--- config.mk ---
export PLATFORM = sky130hd
export DESIGN_NAME = pixel_blend_mode_unit
export DESIGN_NICKNAME = d
export VERILOG_FILES = /design/src/sv/pbm_pkg.sv /design/src/sv/pbm_prod.sv /design/src/sv/pbm_op.sv /design/src/sv/pbm_mix.sv /design/src/sv/pixel_blend_mode_unit.sv
export SDC_FILE = /design/constraint.sdc
export NUM_CORES = 2
export LEC_CHECK = 0
export BUFFER_PORTS_ARGS = -buffer_cell sky130_fd_sc_hd__buf_2
export CORE_UTILIZATION = 60
export CTS_BUF_LIST = sky130_fd_sc_hd__clkbuf_4 sky130_fd_sc_hd__clkbuf_8
export CTS_CLUSTER_DIAMETER = 80
export DETAILED_ROUTE_END_ITERATION = 10
export GPL_ROUTABILITY_DRIVEN = 0
export PLACE_DENSITY_LB_ADDON = 0.3
export SYNTH_ARGS = -nofsm -noshare
export SYNTH_HDL_FRONTEND = slang
export SYNTH_SLANG_ARGS = --single-unit
--- constraint.sdc ---
create_clock -name clk -period 9.4 [get_ports clk]
set_input_delay 0.94 -clock clk [delete_from_list [all_inputs] [get_ports clk]]
set_output_delay 0.94 -clock clk [all_outputs]
set_load 0.02 [all_outputs]
--- src/sv/pbm_pkg.sv ---
// pbm_pkg: shared types, register codes and the divide-by-255 helper
// for the pixel blend mode unit. No dependencies.
package pbm_pkg;

  localparam int unsigned NUM_CH = 3;

  localparam logic [2:0] MODE_PASS     = 3'd0;
  localparam logic [2:0] MODE_SCREEN   = 3'd1;
  localparam logic [2:0] MODE_MULTIPLY = 3'd2;
  localparam logic [2:0] MODE_OVERLAY  = 3'd3;
  localparam logic [2:0] MODE_TRANS    = 3'd4;
  localparam logic [2:0] MODE_CONST    = 3'd5;
  localparam logic [2:0] MODE_HUE      = 3'd6;

  localparam logic [1:0] FMT_GRAY = 2'd0;
  localparam logic [1:0] FMT_RGB  = 2'd1;
  localparam logic [1:0] FMT_RGBA = 2'd2;

  localparam logic [1:0] CFG_BLEND_MODE   = 2'd0;
  localparam logic [1:0] CFG_BLEND_FORMAT = 2'd1;
  localparam logic [1:0] CFG_CONST_ALPHA  = 2'd2;

  localparam logic [7:0] FULL_ALPHA = 8'd255;

  typedef enum logic [2:0] {
    OP_SRC    = 3'd0,
    OP_BLEND  = 3'd1,
    OP_SCREEN = 3'd2,
    OP_MUL    = 3'd3,
    OP_OVL_LO = 3'd4,
    OP_OVL_HI = 3'd5
  } op_t;

  typedef struct packed {
    logic [2:0] mode;
    logic [1:0] format;
    logic [7:0] const_alpha;
  } cfg_t;

  typedef struct packed {
    op_t         op;
    logic [7:0]  s;
    logic [7:0]  b;
    logic [15:0] prod;
  } prod_ch_t;

  typedef struct packed {
    prod_ch_t [NUM_CH-1:0] ch;
    logic [7:0]            alpha;
  } prod_word_t;

  typedef struct packed {
    logic [7:0] s;
    logic [7:0] v;
  } val_ch_t;

  typedef struct packed {
    val_ch_t [NUM_CH-1:0] ch;
    logic [7:0]           alpha;
  } val_word_t;

  // floor(x/255), exact for x up to 65025
  function automatic logic [7:0] div255(input logic [15:0] x);
    logic [16:0] t;
    t = {1'b0, x} + 17'd1 + {9'd0, x[15:8]};
    return t[15:8];
  endfunction

endpackage

--- src/sv/pbm_prod.sv ---
// pbm_prod: first pipeline stage; decodes mode and layout per channel and
// forms the 8x8 product. Depends on pbm_pkg.
module pbm_prod
  import pbm_pkg::*;
(
  input  logic       clk,
  input  logic       rst_n,
  input  cfg_t       cfg,
  input  logic       valid_i,
  output logic       ready_o,
  input  logic [7:0] src_c0,
  input  logic [7:0] src_c1,
  input  logic [7:0] src_c2,
  input  logic [7:0] blend_c0,
  input  logic [7:0] blend_c1,
  input  logic [7:0] blend_c2,
  input  logic [7:0] blend_alpha,
  output logic       valid_o,
  input  logic       ready_i,
  output prod_word_t word_o
);

  logic       valid_r;
  prod_word_t word_r;
  prod_word_t word_nxt;
  logic [7:0] src_v [NUM_CH];
  logic [7:0] bl_v  [NUM_CH];
  logic       has_alpha;

  assign has_alpha = (cfg.format == FMT_RGBA);

  always_comb begin
    src_v[0] = src_c0;
    src_v[1] = src_c1;
    src_v[2] = src_c2;
    bl_v[0]  = blend_c0;
    if (cfg.format == FMT_GRAY) begin
      bl_v[1] = blend_c0;
      bl_v[2] = blend_c0;
    end else begin
      bl_v[1] = blend_c1;
      bl_v[2] = blend_c2;
    end
  end

  always_comb begin
    word_nxt.alpha = FULL_ALPHA;
    case (cfg.mode) inside
      MODE_SCREEN, MODE_MULTIPLY, MODE_OVERLAY, MODE_TRANS: begin
        word_nxt.alpha = has_alpha ? blend_alpha : FULL_ALPHA;
      end
      MODE_CONST: word_nxt.alpha = cfg.const_alpha;
      default:    word_nxt.alpha = FULL_ALPHA;
    endcase
  end

  for (genvar k = 0; k < NUM_CH; k++) begin : g_ch
    op_t         op;
    logic [7:0]  ma;
    logic [7:0]  mb;
    logic [15:0] m16;

    always_comb begin
      unique case (cfg.mode)
        MODE_SCREEN:   op = OP_SCREEN;
        MODE_MULTIPLY: op = OP_MUL;
        MODE_OVERLAY:  op = src_v[k][7] ? OP_OVL_HI : OP_OVL_LO;
        MODE_TRANS:    op = OP_BLEND;
        MODE_CONST:    op = OP_BLEND;
        MODE_HUE:      op = (k == 0) ? OP_BLEND : OP_SRC;
        default:       op = OP_SRC;
      endcase
    end

    assign ma  = (op == OP_OVL_HI) ? ~src_v[k] : src_v[k];
    assign mb  = (op == OP_OVL_HI) ? ~bl_v[k]  : bl_v[k];
    assign m16 = ma * mb;

    always_comb begin
      word_nxt.ch[k].op = op;
      word_nxt.ch[k].s  = src_v[k];
      word_nxt.ch[k].b  = bl_v[k];
      if (op == OP_OVL_LO || op == OP_OVL_HI) begin
        word_nxt.ch[k].prod = {m16[14:0], 1'b0};
      end else begin
        word_nxt.ch[k].prod = m16;
      end
    end
  end

  assign ready_o = !valid_r || ready_i;

  always_ff @(posedge clk) begin
    if (!rst_n) begin
      valid_r <= 1'b0;
    end else if (ready_o) begin
      valid_r <= valid_i;
    end
  end

  always_ff @(posedge clk) begin
    if (ready_o && valid_i) begin
      word_r <= word_nxt;
    end
  end

  assign valid_o = valid_r;
  assign word_o  = word_r;

endmodule

--- src/sv/pbm_op.sv ---
// pbm_op: second pipeline stage; divides the product by 255 and selects
// the per-channel blend value. Depends on pbm_pkg.
module pbm_op
  import pbm_pkg::*;
(
  input  logic       clk,
  input  logic       rst_n,
  input  logic       valid_i,
  output logic       ready_o,
  input  prod_word_t word_i,
  output logic       valid_o,
  input  logic       ready_i,
  output val_word_t  word_o
);

  logic      valid_r;
  val_word_t word_r;
  val_word_t word_nxt;

  assign word_nxt.alpha = word_i.alpha;

  for (genvar k = 0; k < NUM_CH; k++) begin : g_ch
    logic [7:0] q;
    logic [8:0] scr;

    assign q   = div255(word_i.ch[k].prod);
    assign scr = {1'b0, word_i.ch[k].s} + {1'b0, word_i.ch[k].b} - {1'b0, q};

    always_comb begin
      word_nxt.ch[k].s = word_i.ch[k].s;
      case (word_i.ch[k].op)
        OP_SCREEN: word_nxt.ch[k].v = scr[7:0];
        OP_MUL:    word_nxt.ch[k].v = q;
        OP_OVL_LO: word_nxt.ch[k].v = q;
        OP_OVL_HI: word_nxt.ch[k].v = ~q;
        OP_BLEND:  word_nxt.ch[k].v = word_i.ch[k].b;
        default:   word_nxt.ch[k].v = word_i.ch[k].s;
      endcase
    end
  end

  assign ready_o = !valid_r || ready_i;

  always_ff @(posedge clk) begin
    if (!rst_n) begin
      valid_r <= 1'b0;
    end else if (ready_o) begin
      valid_r <= valid_i;
    end
  end

  always_ff @(posedge clk) begin
    if (ready_o && valid_i) begin
      word_r <= word_nxt;
    end
  end

  assign valid_o = valid_r;
  assign word_o  = word_r;

endmodule

--- src/sv/pbm_mix.sv ---
// pbm_mix: third and fourth pipeline stages; weighted sum of source and
// blend value by alpha, then divide by 255 into the output register.
// Depends on pbm_pkg.
module pbm_mix
  import pbm_pkg::*;
(
  input  logic       clk,
  input  logic       rst_n,
  input  logic       valid_i,
  output logic       ready_o,
  input  val_word_t  word_i,
  output logic       valid_o,
  input  logic       ready_i,
  output logic [7:0] c0_o,
  output logic [7:0] c1_o,
  output logic [7:0] c2_o
);

  logic        sum_valid_r;
  logic        sum_ready;
  logic [15:0] sum_r [NUM_CH];
  logic [15:0] sum_nxt [NUM_CH];
  logic        out_valid_r;
  logic [7:0]  out_r [NUM_CH];
  logic [7:0]  out_nxt [NUM_CH];

  for (genvar k = 0; k < NUM_CH; k++) begin : g_ch
    logic [7:0]  inv_a;
    logic [15:0] ps;
    logic [15:0] pv;

    assign inv_a      = ~word_i.alpha;
    assign ps         = word_i.ch[k].s * inv_a;
    assign pv         = word_i.ch[k].v * word_i.alpha;
    assign sum_nxt[k] = ps + pv;
    assign out_nxt[k] = div255(sum_r[k]);
  end

  assign sum_ready = !out_valid_r || ready_i;
  assign ready_o   = !sum_valid_r || sum_ready;

  always_ff @(posedge clk) begin
    if (!rst_n) begin
      sum_valid_r <= 1'b0;
      out_valid_r <= 1'b0;
    end else begin
      if (ready_o) begin
        sum_valid_r <= valid_i;
      end
      if (sum_ready) begin
        out_valid_r <= sum_valid_r;
      end
    end
  end

  always_ff @(posedge clk) begin
    if (ready_o && valid_i) begin
      sum_r <= sum_nxt;
    end
    if (sum_ready && sum_valid_r) begin
      out_r <= out_nxt;
    end
  end

  assign valid_o = out_valid_r;
  assign c0_o    = out_r[0];
  assign c1_o    = out_r[1];
  assign c2_o    = out_r[2];

endmodule

--- src/sv/pixel_blend_mode_unit.sv ---
// pixel_blend_mode_unit: top level; configuration registers and the
// four-stage blend pipeline. Depends on pbm_pkg, pbm_prod, pbm_op, pbm_mix.
//
//   channel   handshake             payload
//   in_       in_valid / in_stall   src_c0..2, blend_c0..2, blend_alpha
//   out_      out_valid / out_stall out_c0..2
//   cfg_      cfg_valid / cfg_ready cfg_index, cfg_data
//
// One word per cycle in unless out_stall holds the pipeline back.
// Stages: product, divide and select, weighted sum, divide into output.
// Each stage has its own valid bit and fills a bubble even while out_stall
// holds the output word. Reset clears all valid bits and loads the
// register defaults; cfg_ready is always high.
module pixel_blend_mode_unit
  import pbm_pkg::*;
(
  input  logic       clk,
  input  logic       rst_n,
  input  logic       in_valid,
  output logic       in_stall,
  input  logic [7:0] in_src_c0,
  input  logic [7:0] in_src_c1,
  input  logic [7:0] in_src_c2,
  input  logic [7:0] in_blend_c0,
  input  logic [7:0] in_blend_c1,
  input  logic [7:0] in_blend_c2,
  input  logic [7:0] in_blend_alpha,
  output logic       out_valid,
  input  logic       out_stall,
  output logic [7:0] out_c0,
  output logic [7:0] out_c1,
  output logic [7:0] out_c2,
  input  logic       cfg_valid,
  output logic       cfg_ready,
  input  logic [1:0] cfg_index,
  input  logic [7:0] cfg_data
);

  cfg_t       cfg_r;
  logic       prod_ready;
  logic       prod_valid;
  prod_word_t prod_word;
  logic       op_ready;
  logic       op_valid;
  val_word_t  op_word;
  logic       mix_ready;

  assign cfg_ready = 1'b1;

  always_ff @(posedge clk) begin
    if (!rst_n) begin
      cfg_r.mode        <= MODE_PASS;
      cfg_r.format      <= FMT_RGB;
      cfg_r.const_alpha <= 8'd0;
    end else if (cfg_valid && cfg_ready) begin
      unique case (cfg_index)
        CFG_BLEND_MODE:   cfg_r.mode        <= cfg_data[2:0];
        CFG_BLEND_FORMAT: cfg_r.format      <= cfg_data[1:0];
        CFG_CONST_ALPHA:  cfg_r.const_alpha <= cfg_data;
        default: ;
      endcase
    end
  end

  pbm_prod u_prod (
    .clk         (clk),
    .rst_n       (rst_n),
    .cfg         (cfg_r),
    .valid_i     (in_valid),
    .ready_o     (prod_ready),
    .src_c0      (in_src_c0),
    .src_c1      (in_src_c1),
    .src_c2      (in_src_c2),
    .blend_c0    (in_blend_c0),
    .blend_c1    (in_blend_c1),
    .blend_c2    (in_blend_c2),
    .blend_alpha (in_blend_alpha),
    .valid_o     (prod_valid),
    .ready_i     (op_ready),
    .word_o      (prod_word)
  );

  pbm_op u_op (
    .clk     (clk),
    .rst_n   (rst_n),
    .valid_i (prod_valid),
    .ready_o (op_ready),
    .word_i  (prod_word),
    .valid_o (op_valid),
    .ready_i (mix_ready),
    .word_o  (op_word)
  );

  pbm_mix u_mix (
    .clk     (clk),
    .rst_n   (rst_n),
    .valid_i (op_valid),
    .ready_o (mix_ready),
    .word_i  (op_word),
    .valid_o (out_valid),
    .ready_i (!out_stall),
    .c0_o    (out_c0),
    .c1_o    (out_c1),
    .c2_o    (out_c2)
  );

  assign in_stall = !prod_ready;

endmodule
Yosys cells after proc, flatten, opt, wreduce, memory -nomap -nowiden
Cells that the tools add are included.
Widths: inputs -> output; s select.
Operators by class
  bitwise gates (word level): 10
  mux-type cells: 22
  $mul: 9
  equality and inequality tests: 30
  add/subtract/negate cells: 21
  reduce and logical (&&, ||, !) cells: 28
Operator list (number)
  $mul 8x8->16: 9
  $add 16x1->16 const B: 6
  $add 16x8->16: 6
  $pmux 8 s4: 3
  $not 8->8: 10
  $mux 8: 9
  $mux 16: 4
  $add 16x16->16: 3
  $eq 3x3->1 const B: 15
  $pmux 3 s4: 3
  $add 8x8->8: 3
  $eq 3x2->1 const B: 8
  $sub 8x8->8: 3
  $eq 3x1->1 const B: 4
  $reduce_or 2->1: 4
  $logic_or 1x1->1: 7
  $logic_not 1->1: 6
  $reduce_and 2->1: 3
  $eq 2x2->1 const B: 2
  $logic_and 1x1->1: 4
  $logic_not 2->1: 2
  $reduce_or 4->1: 1
  $mux 1: 3
  $reduce_or 3->1: 1
  $eq 2x1->1 const B: 1
Word-level totals
  word-level logic and storage cells: 156
  bits in registers: 258

Logic depth before layout (Yosys ltp)
  word-level depth: 7
  depth in mapped cells: 26
  depth with buffers taken out: 23

Cells and area by module
A second synthesis with hierarchy kept.
Second synthesis, totals
  cell total of the unflattened synthesis: 3495
  area, all modules: 33804.9 µm²
By module, submodules not included
  pbm_mix: instances 1, seq. area each 2202.1 µm², area each 16508.3 µm², cells an instance 1717
  pbm_prod: instances 1, seq. area each 3353.2 µm², area each 11340.9 µm², cells an instance 1169
  pbm_op: instances 1, seq. area each 1701.6 µm², area each 5410.2 µm², cells an instance 551
  pixel_blend_mode_unit: instances 1, seq. area each 260.2 µm², area each 545.5 µm², cells an instance 58

Worst setup path before layout
OpenSTA, ideal clock, no wires.
  path type: input to register
  start point: input port out_stall
  end point: register u_prod.word_r (netlist bit u_prod.word_o[0]) (enable)
  arrival time: 6.321 ns
  stages: 3
  data required time: 8.807 ns
  buffers on the path: 0
  setup slack: 2.486 ns
  cell sequence: and3_1 -> and3_1 -> nor2b_1
On the way
  cells in the longest elaborated chain, start to end: 6
Ends and longest elaborated chain
  start: declaration: line pixel_blend_mode_unit.sv:29  | input logic out_stall,
  $logic_not 1->1: line pixel_blend_mode_unit.sv:101  | .ready_i (!out_stall),
  $logic_or 1x1->1: line pbm_mix.sv:39  | assign sum_ready = !out_valid_r || ready_i;
  $logic_or 1x1->1: line pbm_mix.sv:40  | assign ready_o = !sum_valid_r || sum_ready;
  $logic_or 1x1->1: line pbm_op.sv:42  | assign ready_o = !valid_r || ready_i;
  $logic_or 1x1->1: line pbm_prod.sv:91  | assign ready_o = !valid_r || ready_i;
  $logic_and 1x1->1: line pbm_prod.sv:102  | if (ready_o && valid_i) begin
  end signal: assignment: line pbm_prod.sv:103  | word_r <= word_nxt;
  end: declaration: line pbm_prod.sv:24  | prod_word_t word_r;
No other way between the ends.
A chain may end at the register's enable or synchronous reset.

==> results.toml <==
[die]
start_util_pct = 60.7
io-pin-count = 98
dieWidth_um = 235
die_h_um = 235
rows = 85
die-area_um2 = 55300
core_area_um2 = 53700

[clock_network]
cts_post_setup_buffers_inserted = 0
cts_resized = 0
cts_tree = "yes"
clock_latency_ns = 0.64
cts_sinks = 256
clk_pin_slew_ns = 0.06
cts.htree.levels = 2
numCtsBuffers = 43
cts_hold_buf = 0
cts_max_path_buffers = 3
cts_root_buf = "clkbuf_8"

[status]
status = "finished clean"

[grt]
grt_pass1_vias = 24700
antenna_found_initial = 2
grt_pass1_wl_mm = 120
grt-ovfl-total = 0
grtUsageTotal_pct = 26.7
grt_start_max_net_pins = 73

[detailed_routing]
ant_nets = 0
drtIter0Drc = 1529
avgRoutedWirePerCell_um = 17.3
routed_wirelength_mm = 70.7
drc = 0
vias = 23100
drtPass1Iterations = 6
routed_via_density = 5.65

[power]
intPower_mw = 6.71
power_leakage_nw = 16.2
p_per_area_nw_per_um2 = 357
power_mw = 12.3
p_sw_mw = 5.64
p_clk_share_pct = 8.8
ir_drop_mv = 0.388
power_frac_comb_pct = 73.4
pwr-share-seq_pct = 17.8
switching_share_pct = 45.7

[timing]
setup-tns-final_ns = 0
setup_viol = 0
worstMarginPinSlew_ns = 1.06
timing_hold_violations_final = 0
period_share_pct = 73.4
final.min_clock_period_ns = 6.90
rsz0062_at_grt = "no"
slew_headroom_pct = 29.5
finClkSkew_ns = 0.0294
fin_ws_ns = 2.50
report.final.slew_viol_count = 0
fmax_mhz = 145

[synth]
seq_area_frac_synth_pct = 23.1
ys_warn_count = 0
yosysTopAreaCell = "fa_1"
synth_edf_count = 239
synth_area_um2 = 32600
synth-async-reset-ratio_pct = 0
synthDistinctLibCells = 73
synth.avg_cell_area_um2 = 9.82
synth.ff_latch_count = 256
synth_top_flop_cell = "edfxtp_1"
yosysTopAreaCellShare_pct = 25.6
yosys-top-cells-area = "fa_1 (26%), edfxtp_1 (22%), ha_1 (14%)"
syn_inst = 3321

[worst_setup_path]
path_max_fanout = 33
cp.arrival_ns = 7.23
start_kind = "register"
required_ns = 9.73
critPathKind = "reg2reg"
cp-end-kind = "register"

[cells_and_area]
final_area_um2 = 34600
final_common_cell = "inv_1"
area_growth_pct = 6.14
final_nets = 4215
drive_gt1_share_pct = 6.98
fillers = 4257
multi_input_area_um2 = 22600
final_cell_mix = "inv_1 (564), fa_1 (417), ha_1 (360)"
layout.area.seq_um2 = 7520

[flow_run]
max_cap_violations = 0

[placement]
pre_cts_slack_ns = 2.63
place_area_um2 = 33700
dp_hpwl_mm = 55.9
port_buffers = 96

[hold_path]
min_path_type = "reg2reg"
## state kept, by name, summed over array words and instances (netlist names)
register and cells:
u_mix.sum_valid_r 1, u_op.word_o 56, u_mix.c2_o 8, u_op.valid_o 1
u_prod.valid_o 1, u_mix.sum_r 48, u_mix.valid_o 1, u_mix.c0_o 8
cfg_r 13, u_prod.word_o 111, u_mix.c1_o 8
## power groups by stage
stage               registers [mW]  clock network (mW)  logic (mW)
finish                        2.20                1.09        9.06
global route                  2.22                1.16        10.4
CTS                           2.19                1.12        9.11
detailed placement            2.21                   0        9.03
global placement              2.20                   0        8.67
floorplan                     2.12                   0        7.27
## per-stage QoR
stage	utilization (%)	hold slack [ns]	instances
finish	64.4	0.395	4094
global route	64.4	0.413	4094
CTS	64.4	0.388	4093
detailed placement	62.7	0.405	4018
global placement	62.7	0.404	4018
floorplan	-	0.400	3323
## cells in the mapped netlist (5+ instances only)
cell type / count
a21oi_1: 118
nand4_1: 5
edfxtp_1: 239
o21ai_0: 112
o22ai_1: 7
or3_1: 25
xnor2_1: 131
ha_1: 360
o21a_1: 20
nor3_1: 36
nand2b_1: 112
mux2i_1: 28
nor2_1: 204
nor2b_1: 112
o22a_1: 9
a21o_1: 25
clkbuf_1: 101
xor2_1: 58
mux2_2: 16
a21boi_0: 7
inv_1: 564
o31ai_1: 5
o211a_1: 5
fa_1: 417
nand3_1: 33
a211oi_1: 18
buf_1: 5
nand2_1: 232
o211ai_1: 15
and3_1: 34
and2_1: 136
dfxtp_1: 17
a221oi_1: 6
a31oi_1: 16
o21bai_1: 7
or2_2: 19
## kinds of logic after synthesis
| logic type | after synthesis | share of synthesized area, % |
|---|---|---|
| AO/OA/AOI/OAI | 414 | 8.06 |
| buffers and inverters | 675 | 7.79 |
| AND/OR/NAND/NOR | 959 | 14.8 |
| adder cells (fa/ha/maj) | 777 | 39.4 |
| multiplexers | 47 | 1.62 |
| flip-flops | 256 | 23.1 |
| XOR/XNOR | 191 | 5.18 |
| other | 2 | 0.0230 |
## routing by layer
layer	routed length, um	GRT usage, %
met5	0	0
met4	2160	9.11
met3	4190	4.12
met2	34900	46.4
met1	29500	34.0
## final cells by class
| class | instances | share of cell area [%] |
|---|---|---|
| Clock buffer | 59 | 2.18 |
| Inverter | 565 | 6.13 |
| Tap cell | 696 | 2.52 |
| Clock inverter | 16 | 0.492 |
| Multi-Input combinational cell | 2392 | 65.3 |
| Timing Repair Buffer | 109 | 1.67 |
| Antenna cell | 1 | 0.00723 |
| Sequential cell | 256 | 21.7 |
## critical path: stages, from the launching register on
cell and delay (ns):
dfxtp_1 0.36, nand2b_1 0.19, or2_2 0.31, inv_2 0.49
nand2_2 0.44, xnor2_1 0.65, nor2_1 0.16, fa_1 0.56
inv_1 0.06, fa_1 0.53, inv_1 0.05, fa_1 0.47
inv_1 0.05, fa_1 0.48, inv_1 0.05, ha_1 0.32
a21boi_1 0.16, o41ai_1 0.46, o21ai_0 0.23, o41ai_1 0.34
xnor2_1 0.17, a21oi_1 0.09
## final timing paths
path	startpoint	end	slack, ns	cells past startpoint
hold / removal	u_prod.word_o[3]	u_op.word_o[3]	0.40	0
setup reg to reg	cfg_r[12]	u_prod.word_o[58]	2.50	21
hold reg to reg	u_prod.word_o[3]	u_op.word_o[3]	0.40	0
setup / recovery	cfg_r[12]	u_prod.word_o[58]	2.50	21
No activity file was read; power rests on OpenSTA's default activity.
